### src/hdl/tlr_pkg.sv
package tlr_pkg;

  // Line orientation: major axis and direction of the minor axis
  typedef enum logic [1:0] {
    OCT_X_UP   = 2'd0,
    OCT_X_DOWN = 2'd1,
    OCT_Y_RIGHT = 2'd2,
    OCT_Y_LEFT  = 2'd3
  } octant_t;

  // Item kinds carried on in_tuser
  localparam logic CMD_START = 1'b0;
  localparam logic CMD_STEP  = 1'b1;

  // Configuration register indexes
  localparam logic CFG_SHIFT_X = 1'b0;
  localparam logic CFG_SHIFT_Y = 1'b1;

  localparam int unsigned COLOR_BITS = 24;

endpackage

### src/hdl/translated_line_rasterizer_core.sv
// Translated line rasterizer: walks a line between two endpoints one pixel
// per step item, using the integer midpoint (Bresenham) decision variable.
//
// Channels:
//   cfg_*  : register writes (index 0 = shift_x, 1 = shift_y), always ready.
//            Write only while the block is idle.
//   in_*   : items. in_tuser = 0 starts a line (endpoints + color in tdata,
//            translated by shift_x/shift_y); in_tuser = 1 asks for the next
//            pixel. A start gives no result, a step while idle gives none.
//   out_*  : one pixel per step item, out_tlast set on the line's final pixel.
// Path: a step item is held in the input register, then execute writes its
//   pixel into the result register, or into the skid register while that is full.
// Throughput: one item per cycle while the skid entry is free; the execute stage
//   is one add and compare on the decision variable, or the setup arithmetic for a start.
// Stall: a two-entry result buffer (result register plus skid register)
//   keeps in_tready high while the skid entry is free; once the skid entry
//   is full, hold the input register and drop in_tready.
// Reset: synchronous active-low rst_n clears shifts, the line state (idle)
//   and all valid flags.
module translated_line_rasterizer_core
  import tlr_pkg::*;
#(
  parameter int unsigned COORD_BITS = 12
) (
  input  logic                    clk,
  input  logic                    rst_n,
  // configuration write channel
  input  logic                    cfg_valid,
  output logic                    cfg_ready,
  input  logic                    cfg_index,
  input  logic [COORD_BITS-1:0]   cfg_data,
  // input channel
  input  logic                    in_tvalid,
  output logic                    in_tready,
  // tdata from bit 0: start_x, start_y, end_x, end_y, color, zero pad
  input  logic [((4*COORD_BITS+COLOR_BITS+7)/8)*8-1:0] in_tdata,
  // tuser: command
  input  logic                    in_tuser,
  // result channel
  output logic                    out_tvalid,
  input  logic                    out_tready,
  // tdata from bit 0: pixel_x, pixel_y, pixel_color, zero pad
  output logic [((2*COORD_BITS+2+COLOR_BITS+7)/8)*8-1:0] out_tdata,
  output logic                    out_tlast
);

  localparam int unsigned CW    = COORD_BITS + 1;   // translated coordinate
  localparam int unsigned DLW   = COORD_BITS + 2;   // endpoint difference
  localparam int unsigned DW    = COORD_BITS + 4;   // decision variable
  localparam int unsigned OUT_W = ((2*CW+COLOR_BITS+7)/8)*8;
  localparam int unsigned OPAD  = OUT_W - 2*CW - COLOR_BITS;

  // ---------------------------------------------------------------- config
  logic signed [COORD_BITS-1:0] shift_x_r, shift_y_r;

  assign cfg_ready = 1'b1;

  always_ff @(posedge clk) begin
    if (!rst_n) begin
      shift_x_r <= '0;
      shift_y_r <= '0;
    end else if (cfg_valid && cfg_ready) begin
      if (cfg_index == CFG_SHIFT_X) shift_x_r <= $signed(cfg_data);
      if (cfg_index == CFG_SHIFT_Y) shift_y_r <= $signed(cfg_data);
    end
  end

  // ----------------------------------------------------------- input stage
  logic signed [COORD_BITS-1:0] f_sx, f_sy, f_ex, f_ey;
  logic [COLOR_BITS-1:0]        f_color;

  assign f_sx    = $signed(in_tdata[COORD_BITS-1:0]);
  assign f_sy    = $signed(in_tdata[2*COORD_BITS-1:COORD_BITS]);
  assign f_ex    = $signed(in_tdata[3*COORD_BITS-1:2*COORD_BITS]);
  assign f_ey    = $signed(in_tdata[4*COORD_BITS-1:3*COORD_BITS]);
  assign f_color = in_tdata[4*COORD_BITS+COLOR_BITS-1:4*COORD_BITS];

  logic                 s1_valid_r;
  logic                 s1_cmd_r;
  logic signed [CW-1:0] s1_ax_r, s1_ay_r, s1_bx_r, s1_by_r;
  logic [COLOR_BITS-1:0] s1_color_r;

  logic skid_valid_r;
  logic exec_fire;

  // Execute runs whenever the skid entry is free, so a result always has room
  assign exec_fire = s1_valid_r && !skid_valid_r;
  assign in_tready = !s1_valid_r || exec_fire;

  always_ff @(posedge clk) begin
    if (!rst_n) begin
      s1_valid_r <= 1'b0;
    end else if (in_tready) begin
      s1_valid_r <= in_tvalid;
    end
  end

  // Translate both endpoints on the way in
  always_ff @(posedge clk) begin
    if (in_tvalid && in_tready) begin
      s1_cmd_r   <= in_tuser;
      s1_ax_r    <= {f_sx[COORD_BITS-1], f_sx} + {shift_x_r[COORD_BITS-1], shift_x_r};
      s1_ay_r    <= {f_sy[COORD_BITS-1], f_sy} + {shift_y_r[COORD_BITS-1], shift_y_r};
      s1_bx_r    <= {f_ex[COORD_BITS-1], f_ex} + {shift_x_r[COORD_BITS-1], shift_x_r};
      s1_by_r    <= {f_ey[COORD_BITS-1], f_ey} + {shift_y_r[COORD_BITS-1], shift_y_r};
      s1_color_r <= f_color;
    end
  end

  // ---------------------------------------------------------- line state
  logic signed [CW-1:0]  cur_x_r, cur_y_r, major_end_r;
  logic signed [DW-1:0]  decision_r, keep_r, move_r;
  octant_t               octant_r;
  logic                  active_r;
  logic [COLOR_BITS-1:0] line_color_r;

  // Start setup: order the endpoints along the major axis
  logic signed [DLW-1:0] dx, dy, adx, ady, major_d, minor_d;
  logic                  x_major, swap, minor_up;
  logic signed [DW-1:0]  maj_w, min_w;
  logic signed [DW-1:0]  start_decision, start_keep, start_move;
  logic signed [CW-1:0]  start_x, start_y, start_end;
  octant_t               start_octant;

  always_comb begin
    dx      = {s1_bx_r[CW-1], s1_bx_r} - {s1_ax_r[CW-1], s1_ax_r};
    dy      = {s1_by_r[CW-1], s1_by_r} - {s1_ay_r[CW-1], s1_ay_r};
    adx     = dx[DLW-1] ? -dx : dx;
    ady     = dy[DLW-1] ? -dy : dy;
    x_major = adx >= ady;
    swap    = x_major ? (s1_ax_r > s1_bx_r) : (s1_ay_r > s1_by_r);
    // Minor axis direction after ordering
    if (x_major) begin
      minor_up = swap ? (dy <= 0) : (dy >= 0);
    end else begin
      minor_up = swap ? (dx <= 0) : (dx >= 0);
    end
    major_d = x_major ? adx : ady;
    minor_d = x_major ? ady : adx;
    maj_w   = {{(DW-DLW){major_d[DLW-1]}}, major_d};
    min_w   = {{(DW-DLW){minor_d[DLW-1]}}, minor_d};
    start_decision = maj_w - (min_w + min_w);
    start_keep     = -(min_w + min_w);
    start_move     = (maj_w - min_w) + (maj_w - min_w);
    start_x        = swap ? s1_bx_r : s1_ax_r;
    start_y        = swap ? s1_by_r : s1_ay_r;
    if (x_major) begin
      start_end    = swap ? s1_ax_r : s1_bx_r;
      start_octant = minor_up ? OCT_X_UP : OCT_X_DOWN;
    end else begin
      start_end    = swap ? s1_ay_r : s1_by_r;
      start_octant = minor_up ? OCT_Y_RIGHT : OCT_Y_LEFT;
    end
  end

  // Step: emit the current pixel, then advance one pixel along the major axis
  logic                 is_last, emit;
  logic signed [CW-1:0] step_x_nxt, step_y_nxt;
  logic signed [DW-1:0] step_dec_nxt;

  assign is_last = ((octant_r == OCT_X_UP) || (octant_r == OCT_X_DOWN))
                   ? (cur_x_r >= major_end_r) : (cur_y_r >= major_end_r);
  assign emit    = exec_fire && (s1_cmd_r == CMD_STEP) && active_r;

  always_comb begin
    step_x_nxt   = cur_x_r;
    step_y_nxt   = cur_y_r;
    step_dec_nxt = decision_r + move_r;
    case (octant_r)
      OCT_X_UP, OCT_X_DOWN: begin
        step_x_nxt = cur_x_r + CW'(1);
        if (decision_r > 0) begin
          step_dec_nxt = decision_r + keep_r;
        end else begin
          step_y_nxt = (octant_r == OCT_X_UP) ? cur_y_r + CW'(1) : cur_y_r - CW'(1);
        end
      end
      OCT_Y_RIGHT: begin
        step_y_nxt = cur_y_r + CW'(1);
        if (decision_r >= 0) begin
          step_dec_nxt = decision_r + keep_r;
        end else begin
          step_x_nxt = cur_x_r + CW'(1);
        end
      end
      default: begin
        step_y_nxt = cur_y_r + CW'(1);
        if (decision_r > 0) begin
          step_dec_nxt = decision_r + keep_r;
        end else begin
          step_x_nxt = cur_x_r - CW'(1);
        end
      end
    endcase
  end

  always_ff @(posedge clk) begin
    if (!rst_n) begin
      cur_x_r      <= '0;
      cur_y_r      <= '0;
      major_end_r  <= '0;
      decision_r   <= '0;
      keep_r       <= '0;
      move_r       <= '0;
      octant_r     <= OCT_X_UP;
      active_r     <= 1'b0;
      line_color_r <= '0;
    end else if (exec_fire) begin
      if (s1_cmd_r == CMD_START) begin
        // A start replaces any line in progress
        cur_x_r      <= start_x;
        cur_y_r      <= start_y;
        major_end_r  <= start_end;
        decision_r   <= start_decision;
        keep_r       <= start_keep;
        move_r       <= start_move;
        octant_r     <= start_octant;
        active_r     <= 1'b1;
        line_color_r <= s1_color_r;
      end else if (active_r) begin
        if (is_last) begin
          active_r <= 1'b0;
        end else begin
          cur_x_r    <= step_x_nxt;
          cur_y_r    <= step_y_nxt;
          decision_r <= step_dec_nxt;
        end
      end
    end
  end

  // --------------------------------------------------------- result buffer
  logic [OUT_W-1:0] new_data;
  logic [OUT_W-1:0] out_data_r, skid_data_r;
  logic             out_last_r, skid_last_r;
  logic             out_valid_r;
  logic             pop;

  assign new_data = {{OPAD{1'b0}}, line_color_r, cur_y_r, cur_x_r};
  assign pop      = out_valid_r && out_tready;

  always_ff @(posedge clk) begin
    if (!rst_n) begin
      out_valid_r  <= 1'b0;
      skid_valid_r <= 1'b0;
    end else if (pop) begin
      // Skid entry, when present, is older than a new result
      if (skid_valid_r) begin
        skid_valid_r <= emit;
      end else begin
        out_valid_r <= emit;
      end
    end else if (emit) begin
      if (out_valid_r) begin
        skid_valid_r <= 1'b1;
      end else begin
        out_valid_r <= 1'b1;
      end
    end
  end

  always_ff @(posedge clk) begin
    if (pop) begin
      if (skid_valid_r) begin
        out_data_r <= skid_data_r;
        out_last_r <= skid_last_r;
        if (emit) begin
          skid_data_r <= new_data;
          skid_last_r <= is_last;
        end
      end else if (emit) begin
        out_data_r <= new_data;
        out_last_r <= is_last;
      end
    end else if (emit) begin
      if (out_valid_r) begin
        skid_data_r <= new_data;
        skid_last_r <= is_last;
      end else begin
        out_data_r <= new_data;
        out_last_r <= is_last;
      end
    end
  end

  assign out_tvalid = out_valid_r;
  assign out_tdata  = out_data_r;
  assign out_tlast  = out_last_r;

  // ------------------------------------------------------------ assertions
  a_skid_behind_out: assert property (@(posedge clk) disable iff (!rst_n)
    skid_valid_r |-> out_valid_r)
    else $error("skid entry held while result register empty");

  a_emit_has_room: assert property (@(posedge clk) disable iff (!rst_n)
    emit |-> !skid_valid_r)
    else $error("result produced with no buffer space");

  a_skid_moves_up: assert property (@(posedge clk) disable iff (!rst_n)
    (pop && skid_valid_r) |=> out_valid_r)
    else $error("skid entry lost on drain");

  a_last_ends_line: assert property (@(posedge clk) disable iff (!rst_n)
    (emit && is_last) |=> !active_r)
    else $error("line still active after final pixel");

endmodule

### config.mk
export PLATFORM = sky130hd
export DESIGN_NAME = translated_line_rasterizer_core
export DESIGN_NICKNAME = d
export VERILOG_FILES = /design/src/hdl/tlr_pkg.sv /design/src/hdl/translated_line_rasterizer_core.sv
export SDC_FILE = /design/constraint.sdc
export NUM_CORES = 1
export LEC_CHECK = 0
export BUFFER_PORTS_ARGS = -buffer_cell sky130_fd_sc_hd__buf_2
export CAP_MARGIN = 20
export CORE_ASPECT_RATIO = 0.9
export CORE_UTILIZATION = 55
export CTS_CLUSTER_DIAMETER = 60
export DETAILED_ROUTE_END_ITERATION = 7
export PLACE_DENSITY = 0.74
export SLEW_MARGIN = 5
export SYNTH_ARGS = -nofsm -noshare
export SYNTH_HDL_FRONTEND = slang
export SYNTH_SLANG_ARGS = --single-unit
### constraint.sdc
create_clock -name clk -period 10.8 [get_ports clk]
set_clock_uncertainty 0.2 [all_clocks]
set_input_delay 1.08 -clock clk [delete_from_list [all_inputs] [get_ports clk]]
set_output_delay 1.08 -clock clk [all_outputs]
set_load 0.02 [all_outputs]
# Word-level counts from Yosys, hierarchy flattened
# Index checks and enable logic that the tools add are counted.
# classes
multipliers	0
bitwise_logic	2
n_lt_le_gt_ge	11
n_div	0
reduce_logical	24
n_mux	63
n_shift	0
eq_ne	10
addsub	19
# op_table
operator	count
$mux W56	9
$mux W13	16
$mux W16	6
$mux W14	4
$add A12 B12 Y13	4
$add A16 B16 Y16	2
$ge A14 B1 Y1 const B	2
$le A14 B1 Y1 const B	2
$neg A14 Y14	2
$sub A13 B13 Y14	2
$add A13 B2 Y13 const B	2
$ge A13 B13 Y1	2
$gt A13 B13 Y1	2
$mux W1	26
$pmux W13 S2	1
$sub A13 B2 Y13 const B	2
$add A15 B15 Y16	1
$ge A16 B1 Y1 const B	1
$gt A16 B1 Y1 const B	1
$neg A15 Y16	1
$sub A14 B15 Y16	1
$add A14 B14 Y15	1
$sub A14 B14 Y15	1
$ge A14 B14 Y1	1
18 further kinds	37
# word_totals
reg_bits	332
wordCells	153
mem_count	0
mem_bits_rw	0
rom_bits	0
out_inout_bits	60
latch_bits	0
inputBits	91

# Longest topological paths before layout
# Gate-level depths: netlist of the first run.
# logic_depth
word_depth	9
mapped_depth	37
depth_no_buf	31

# Worst setup path after synthesis of the first run
# No wires, ideal clock.
# synth_path
path_kind	register to register
start	register s1_by_r[0]
end	register decision_r[15]
arrival_time_ps	7417
path_stages_with_launch	36
path_slack_ps	3065
period_less_slack_ps	7735
cell_sequence	edfxtp_1 > inv_1 > ha_1 > inv_1 > fa_1 > a21o_1 > a221o_1 > a31o_2 > a311oi_1 > o21bai_1 > xor2_1 > or4_1 > ha_1 > buf_2 > inv_1 > a2111oi_0 > o2bb2ai_1 > a41o_1 > buf_2 > buf_2 > buf_2 > clkbuf_1 > buf_1 > clkbuf_1 > a21boi_0 > inv_1 > ha_1 > nor2_1 > maj3_1 > mux2i_4 > o2111ai_1 > and4b_1 > o31a_1 > o2111ai_1 > nand2_1 > o2111a_1
# synth_via
elab_chain_cells	8
# synth_lines
element	line_no	rtl
start: declaration	translated_line_rasterizer_core.sv:80	logic signed [CW-1:0] s1_ax_r, s1_ay_r, s1_bx_r, s1_by_r;
start signal: assignment	translated_line_rasterizer_core.sv:105	s1_by_r <= {f_ey[COORD_BITS-1], f_ey} + {shift_y_r[COORD_BITS-1], shift_y_r};
$sub A13 B13 Y14 (*)	translated_line_rasterizer_core.sv:127	dy = {s1_by_r[CW-1], s1_by_r} - {s1_ay_r[CW-1], s1_ay_r};
$neg A14 Y14	translated_line_rasterizer_core.sv:129	ady = dy[DLW-1] ? -dy : dy;
$mux W14 (*)	translated_line_rasterizer_core.sv:129	
$ge A14 B14 Y1	translated_line_rasterizer_core.sv:130	x_major = adx >= ady;
$mux W14	translated_line_rasterizer_core.sv:139	minor_d = x_major ? ady : adx;
$add A14 B14 Y15	translated_line_rasterizer_core.sv:142	start_decision = maj_w - (min_w + min_w);
$sub A14 B15 Y16 (*)	translated_line_rasterizer_core.sv:142	
$mux W16 (*)	translated_line_rasterizer_core.sv:209	if (s1_cmd_r == CMD_START) begin
end signal: assignment	translated_line_rasterizer_core.sv:214	decision_r <= start_decision;
end signal: assignment	translated_line_rasterizer_core.sv:226	decision_r <= step_dec_nxt;
end: declaration	translated_line_rasterizer_core.sv:112	logic signed [DW-1:0] decision_r, keep_r, move_r;
# Mark *: on every way between the ends. The rest lies on a longest branch, timed or not.
# A chain may end at the register's enable or synchronous reset.

# Worst setup path after layout of the first run
# Same ends and word-level chain as after synthesis.

==> key figures, run 1 <==
Synthesis
  – Mapped cell area: 21400 µm²
  – Syn_area_per_cell: 9.35 µm²
  – Cells after Synth: 2292
  – Asr flop ratio synth: 0
  – Synth Flop Type: edfxtp_1
  – Post-synth top area share: 0.251
  – #FFs+latches synth: 318
  – Top post-synthesis cells by count: 287 x nand2_1, 179 x edfxtp_1, 171 x ha_1
  – Sequential element share of the synthesized area: 0.381
  – Post-synth EDFFs: 179
  – Synth warn: 0
  – Most frequent cell after synthesis: nand2_1
  – Synth area leaders: edfxtp_1 25%, dfxtp_1 13%, ha_1 10%
  – Area leader, netlist: edfxtp_1
  – Netlist cell types: 104

GRT
  – First-pass GRT wire length: 86.1 mm
  – Vias in the first global route: 16031
  – GRT overflow: 0
  – Initial antenna violation count: 0
  – GRT Util Overall: 0.270
  – Pin count of the biggest net entering global routing: 67

Pwr
  – PwrDens: 317 nW/µm²
  – Power Total: 0.00755 W
  – Max IR drop VDD: 282 µV
  – Leakage: 9.82 nW

STA
  – Fmax: 122 MHz
  – Max_slew headroom: 0.291
  – Final period util: 0.757
  – Slew of the pin with the lowest slew margin: 1.06 ns
  – RSZ-0062 raised after global routing: no
  – Post-layout min period: 8.18 ns
  – Setup violations, final: 0
  – Final Slew Violations: 0
  – Fin. Hold Viols: 0
  – Setup TNS: 0 ns

Route
  – Drt wl/cell: 18.5 µm
  – Top Metal Used: met4
  – WL met3: 3.03 mm
  – Post-route antenna net violation count: 0
  – # DRC: 0
  – Metal-1 WL: 26.1 mm
  – Met2 wire len: 24.1 mm
  – WL final: 54.3 mm
  – DRT iter0 DRCs: 1301
  – Vias: 17290
  – Routed vias/inst: 5.88
  – Number of detailed-route iterations in the first pass: 5

Clock tree
  – Clock sink count: 318
  – H-tree levels: 2
  – Register clock-pin slew on the reported worst setup and hold paths: 0.06 ns
  – Root buffer cell: clkbuf_16
  – Clock Latency Late Sink: 0.55 ns
  – Setup Fix Bufs, Post-CTS: 0
  – CTS buffer count: 36
  – Post-CTS resize count: 0
  – CTS tree: done
  – Bufs on Longest Clock Path: 3
  – Cts hold-fix bufs: 0

Placed design
  – RD Place Congestion: 0.944
  – DP Cell Count: 2875
  – DP HPWL: 40.7 mm
  – Cell Area, Placed: 22600 µm²
  – PortBufs: 143

Worst hold path
  – Hold Crit Class: reg2reg

Run status
  – Status: finished clean

Setup path
  – Most used cell, CP: inv_1
  – Startpoint types: register
  – CP peak stage delay: 0.62 ns
  – Worst Path Arrival: 8.41 ns
  – Endpoint class of the critical path: register
  – Worst path bufs/invs: 5
  – Required @ worst endpoint: 11.03 ns
  – Top delay family on crit path: compound AO/OA/AOI/OAI gates
  – Path type of the worst setup path: reg2reg
  – Worst Path Max Fanout: 37
  – Crit-path slowest cell: or4_1

Cells and area
  – Fin util: 0.620
  – Final Non-Filler Cells: 2940
  – Antenna Cells: 0
  – Area growth, synth to finish: 11.0%
  – Share of layout cells above drive strength 1: 0.145
  – Fin nets: 2659
  – Design area: 23800 µm²

Floorplan
  – Die span in y: 189 µm
  – Top-level I/O count: 151
  – Core Region: 38400 µm²
  – Die ar.: 39800 µm²
  – Site Rows: 68
  – Die X: 210 µm
  – Initial Util: 0.559

Job
  – MaxCap Viol Count: 0
==> area by class of cell <==
type | instances | area (µm²)
fillers | 3165 | 14600
multi-input cells | 1749 | 12400
repair buffers | 159 | 836
flip-flops and latches | 318 | 8160
well taps | 525 | 657
clock inverters | 15 | 204
clock buffers | 50 | 1010
inverters | 124 | 465
==> sequential cells by signal (all words and copies together) (netlist names), 15 cells and up <==
signal        flops
out_tdata        50
skid_data_r      50
line_color_r     24
s1_color_r       24
decision_r       16
keep_r           15
move_r           15
==> metal layers <==
metal,global-route usage,up-vias
met3,0.0380,63
met1,0.393,8246
met5,0,-
li1,-,8494
met4,0.0724,0
met2,0.421,487
==> power by group <==
part           internal [W]  switching (W)  total, W
logic               0.00188        0.00292   0.00480
registers           0.00140       0.000100   0.00150
clock network      0.000757       0.000494   0.00125
total               0.00403        0.00351   0.00755
==> cell families (layout without fill, tap and decap cells) <==
kind of cell,Yosys count,after routing,share of synthesized area
buffers and inverters,230,348,0.0434
and+or+nand+nor,684,684,0.152
DFF,318,318,0.381
muxes,123,123,0.0619
other,2,7,0.000350
adders and majority gates,182,182,0.109
AOI/OAI and AO/OA,607,607,0.190
xor gates and xnor gates,146,146,0.0625
==> placed cells by master, fill, tap and decap left out, types with 62 or more instances in the layout <==
| cell | count |
|---|---|
| mux2_2 | 62 |
| xnor2_1 | 92 |
| nand2_1 | 286 |
| ha_1 | 171 |
| edfxtp_1 | 179 |
| inv_1 | 120 |
| buf_2 | 143 |
| dfxtp_1 | 139 |
| a21oi_1 | 169 |
| nor2_1 | 114 |
| o21ai_0 | 111 |
==> through the flow <==
| stage | setup slack, ns | hold slack, ns |
|---|---|---|
| 2_1_floorplan | 3.07 | 0.224 |
| 3_3_place_gp | 3.00 | 0.236 |
| 3_5_place_dp | 2.78 | 0.241 |
| 4_1_cts | 2.73 | 0.258 |
| 5_1_grt | 2.08 | 0.277 |
| 6_report | 2.62 | 0.257 |
==> worst paths after layout <==
kind	start	to	slack (ns)	cells after the start
hold reg to reg	line_color_r[10]$_SDFFE_PN0P_	skid_data_r[36]$_DFFE_PP_	0.26	0
setup reg to reg	s1_by_r[0]$_DFFE_PP_	decision_r[15]$_SDFFE_PN0P_	2.62	28
setup / recovery	s1_by_r[0]$_DFFE_PP_	decision_r[15]$_SDFFE_PN0P_	2.62	28
hold / removal	line_color_r[10]$_SDFFE_PN0P_	skid_data_r[36]$_DFFE_PP_	0.26	0
No activity file was read; power rests on OpenSTA's default activity.
==> run 2, diff against run 1 <==
==> constraint.sdc (replaced) <==
create_clock -name clk -period 7.78 [get_ports clk]
set_clock_uncertainty 0.2 [all_clocks]
set_input_delay 0.778 -clock clk [delete_from_list [all_inputs] [get_ports clk]]
set_output_delay 0.778 -clock clk [all_outputs]
set_load 0.02 [all_outputs]
==> run 2 against run 1 <==
Compared with the run above:
- global-route usage grew 0.45 points
- routed wire length grew 1.6%
- critical path depth shrank 1
- register-to-register slack lost 2.2 ns
- total power grew 43%
- non-clock buffer count grew 8
- cell count grew 0.37%
- design area grew 0.84%
==> key figures, run 2 (synthesis results as in run 1) <==
Run status
  – Status: finished clean (unchanged)

Pwr
  – Power Total: 0.0108 W (was 0.00755 W)
  – PwrDens: 451 nW/µm² (was 317 nW/µm²)
  – Flop pwr share: 0.193 (was 0.199)
  – Gate power share: 0.636 (was 0.635)
  – Internal Power: 0.00577 W (was 0.00403 W)
  – Leakage: 9.91 nW (was 9.82 nW)
  – Max IR drop VDD: 400 µV (was 282 µV)
  – Sw frac: 0.466 (was 0.465)
  – Clk pwr share: 0.171 (was 0.166)
  – NetSw: 0.00503 W (was 0.00351 W)

Setup path
  – WP depth: 27 (was 28)
  – Top delay family on crit path: compound AO/OA/AOI/OAI gates (unchanged)
  – R2R setup slack: 0.38 ns (was 2.62 ns)
  – Worst Path Arrival: 7.64 ns (was 8.41 ns)
  – R2R Path End: decision_r[15]$_SDFFE_PN0P_ (unchanged)
  – Endpoint class of the critical path: register (unchanged)
  – Reg-to-reg startpoint: s1_by_r[0]$_DFFE_PP_ (unchanged)
  – R2R cell count: 27 (was 28)
  – Path type of the worst setup path: reg2reg (unchanged)
  – Startpoint types: register (unchanged)
  – Required @ worst endpoint: 8.02 ns (was 11.03 ns)
  – Crit-path slowest cell: fa_1 (was or4_1)
  – CP peak stage delay: 0.45 ns (was 0.62 ns)
  – Worst path bufs/invs: 3 (was 5)
  – Worst Path Max Fanout: 6 (was 37)

Job
  – MaxCap Viol Count: 0 (unchanged)

Clock tree
  – Register clock-pin slew on the reported worst setup and hold paths: 0.06 ns (about the same)
  – Root buffer cell: clkbuf_16 (unchanged)
  – Bufs on Longest Clock Path: 3 (unchanged)
  – Clock Latency Late Sink: 0.57 ns (was 0.55 ns)
  – CTS tree: done (unchanged)
  – CTS buffer count: 37 (was 36)
  – H-tree levels: 2 (unchanged)
  – Clock sink count: 318 (unchanged)
  – Cts hold-fix bufs: 0 (unchanged)

Placed design
  – PortBufs: 143 (unchanged)
  – RD Place Congestion: 0.935 (was 0.944)
  – DP HPWL: 41.1 mm (was 40.7 mm)
  – Cell Area, Placed: 22600 µm² (about the same)

Cells and area
  – Most frequent cells in the layout: 286 x nand2_1, 179 x edfxtp_1, 171 x ha_1 (unchanged)
  – Antenna Cells: 0 (unchanged)
  – Area growth, synth to finish: 11.9% (was 11.0%)
  – Commonest non-fill, non-tap cell in the layout: nand2_1 (unchanged)
  – Fin nets: 2668 (was 2659)
  – Design area: 24000 µm² (was 23800 µm²)
  – Share of layout cells above drive strength 1: 0.149 (was 0.145)

Worst hold path
  – Hold Crit Class: in2reg (was reg2reg)
  – Hold Crit Start: in_tdata[70] (was line_color_r[10]$_SDFFE_PN0P_)
  – Hold-critical path depth: 1 (was 0)
  – Worst Hold Path EP: s1_color_r[22]$_DFFE_PP_ (was skid_data_r[36]$_DFFE_PP_)

Route
  – WL final: 55.1 mm (was 54.3 mm)
  – # DRC: 0 (unchanged)
  – Post-route antenna net violation count: 0 (unchanged)
  – Drt wl/cell: 18.7 µm (was 18.5 µm)
  – Vias: 17350 (was 17290)
  – Routed vias/inst: 5.88 (about the same)
  – Number of detailed-route iterations in the first pass: 5 (unchanged)
  – DRT iter0 DRCs: 1362 (was 1301)

Floorplan
  – Die X: 210 µm (unchanged)
  – Core Region: 38400 µm² (unchanged)
  – Top-level I/O count: 151 (unchanged)
  – Site Rows: 68 (unchanged)
  – Initial Util: 0.559 (unchanged)
  – Die span in y: 189 µm (unchanged)
  – Die ar.: 39800 µm² (unchanged)

STA
  – Fin. Hold Viols: 0 (unchanged)
  – Fmax: 135 MHz (was 122 MHz)
  – Slew of the pin with the lowest slew margin: 1.08 ns (was 1.06 ns)
  – Final Slew Violations: 0 (unchanged)
  – Setup violations, final: 0 (unchanged)
  – Post-layout min period: 7.40 ns (was 8.18 ns)
  – Max_slew headroom: 0.280 (was 0.291)
  – Final period util: 0.951 (was 0.757)

GRT
  – GRT Util Overall: 0.275 (was 0.270)
  – GRT overflow: 0 (unchanged)
  – First-pass GRT wire length: 86.8 mm (was 86.1 mm)
  – Initial antenna violation count: 1 (was 0)
  – Pin count of the biggest net entering global routing: 85 (was 67)
  – Vias in the first global route: 16471 (was 16031)
==> run 2: cell types whose count changed in the layout (fill, tap and decap cells not counted), moves of 2 or more <==
cell and change:
buf_12 +2, buf_4 +6, clkinv_1 +2, clkbuf_8 -4
inv_6 -2, clkbuf_16 +3
==> run 2: final cells by class <==
| cell class | count | area [µm²] |
|---|---|---|
| clock buffers | 48 | 1030 |
| clock inverters | 20 | 279 |
| fillers | 3160 | 14400 |
| inverters | 124 | 465 |
| multi-input cells | 1749 | 12500 |
| flip-flops and latches | 318 | 8160 |
| well taps | 525 | 657 |
| repair buffers | 167 | 921 |
==> run 2: what timing repair did <==
| action | in CTS | in global routing |
|---|---|---|
| setup endpoints to repair | 0 | 10 |
| resized for setup | 0 | 5 |
| hold endpoints to repair | 0 | 0 |
| buffers inserted | 0 | 0 |
==> run 2: power by group through the flow <==
stage                     registers [W]  logic (W)  clock network [W]
final                           0.00209    0.00687            0.00185
after global routing            0.00210    0.00748            0.00194
after CTS                       0.00208    0.00676            0.00188
after detailed placement        0.00212    0.00671                  0
after floorplan                 0.00206    0.00508                  0
after global placement          0.00211    0.00662                  0
==> run 2: how the worst max path moves through the flow <==
| stage | start | endpoint | slack (ns) |
|---|---|---|---|
| after floorplan | s1_by_r[0]$_DFFE_PP_ | decision_r[15]$_SDFFE_PN0P_ | 0.05 |
| after global placement | s1_by_r[0]$_DFFE_PP_ | decision_r[15]$_SDFFE_PN0P_ | 0.53 |
| after detailed placement | s1_by_r[0]$_DFFE_PP_ | decision_r[15]$_SDFFE_PN0P_ | 0.31 |
| after CTS | s1_by_r[0]$_DFFE_PP_ | decision_r[15]$_SDFFE_PN0P_ | 0.24 |
| after global routing | s1_by_r[0]$_DFFE_PP_ | decision_r[15]$_SDFFE_PN0P_ | -0.09 |
| final | s1_by_r[0]$_DFFE_PP_ | decision_r[15]$_SDFFE_PN0P_ | 0.38 |
==> run 2: worst reg2reg max path, cell delays in order, from the launching register on <==
cell	delay, ns
edfxtp_1	0.41
inv_1	0.08
ha_1	0.15
inv_1	0.06
fa_1	0.45
a21o_1	0.25
a221o_1	0.37
a31o_2	0.28
a211oi_1	0.29
nor2_1	0.13
o31ai_1	0.44
xor2_2	0.35
ha_1	0.39
a2111oi_1	0.42
o2bb2ai_1	0.21
a41o_2	0.30
a21boi_1	0.23
inv_1	0.07
ha_1	0.30
nor2_1	0.07
maj3_1	0.39
mux2i_4	0.19
o2111ai_1	0.19
and4b_1	0.24
o31a_1	0.35
o2111ai_1	0.25
nand2_1	0.09
o2111a_1	0.13
==> run 2: per-stage QoR <==
step / instances / utilization / TNS, ns / setup slack (ns) / hold slack [ns]
after floorplan: 2297 / - / 0 / 0.0455 / 0.224
after global placement: 2883 / 0.590 / 0 / 0.532 / 0.237
after detailed placement: 2883 / 0.590 / 0 / 0.309 / 0.243
after CTS: 2951 / 0.624 / 0 / 0.243 / 0.174
after global routing: 2951 / 0.625 / -0.168 / -0.0933 / 0.186
final: 2951 / 0.625 / 0 / 0.384 / 0.199
==> run 2: routing by layer <==
metal | part of all wire | up-vias | GRT usage
li1 | - | 8512 | -
met1 | 0.47 | 8182 | 0.391
met2 | 0.44 | 555 | 0.425
met3 | 0.060 | 99 | 0.0421
met4 | 0.029 | 2 | 0.0955
met5 | 0.00024 | - | 0
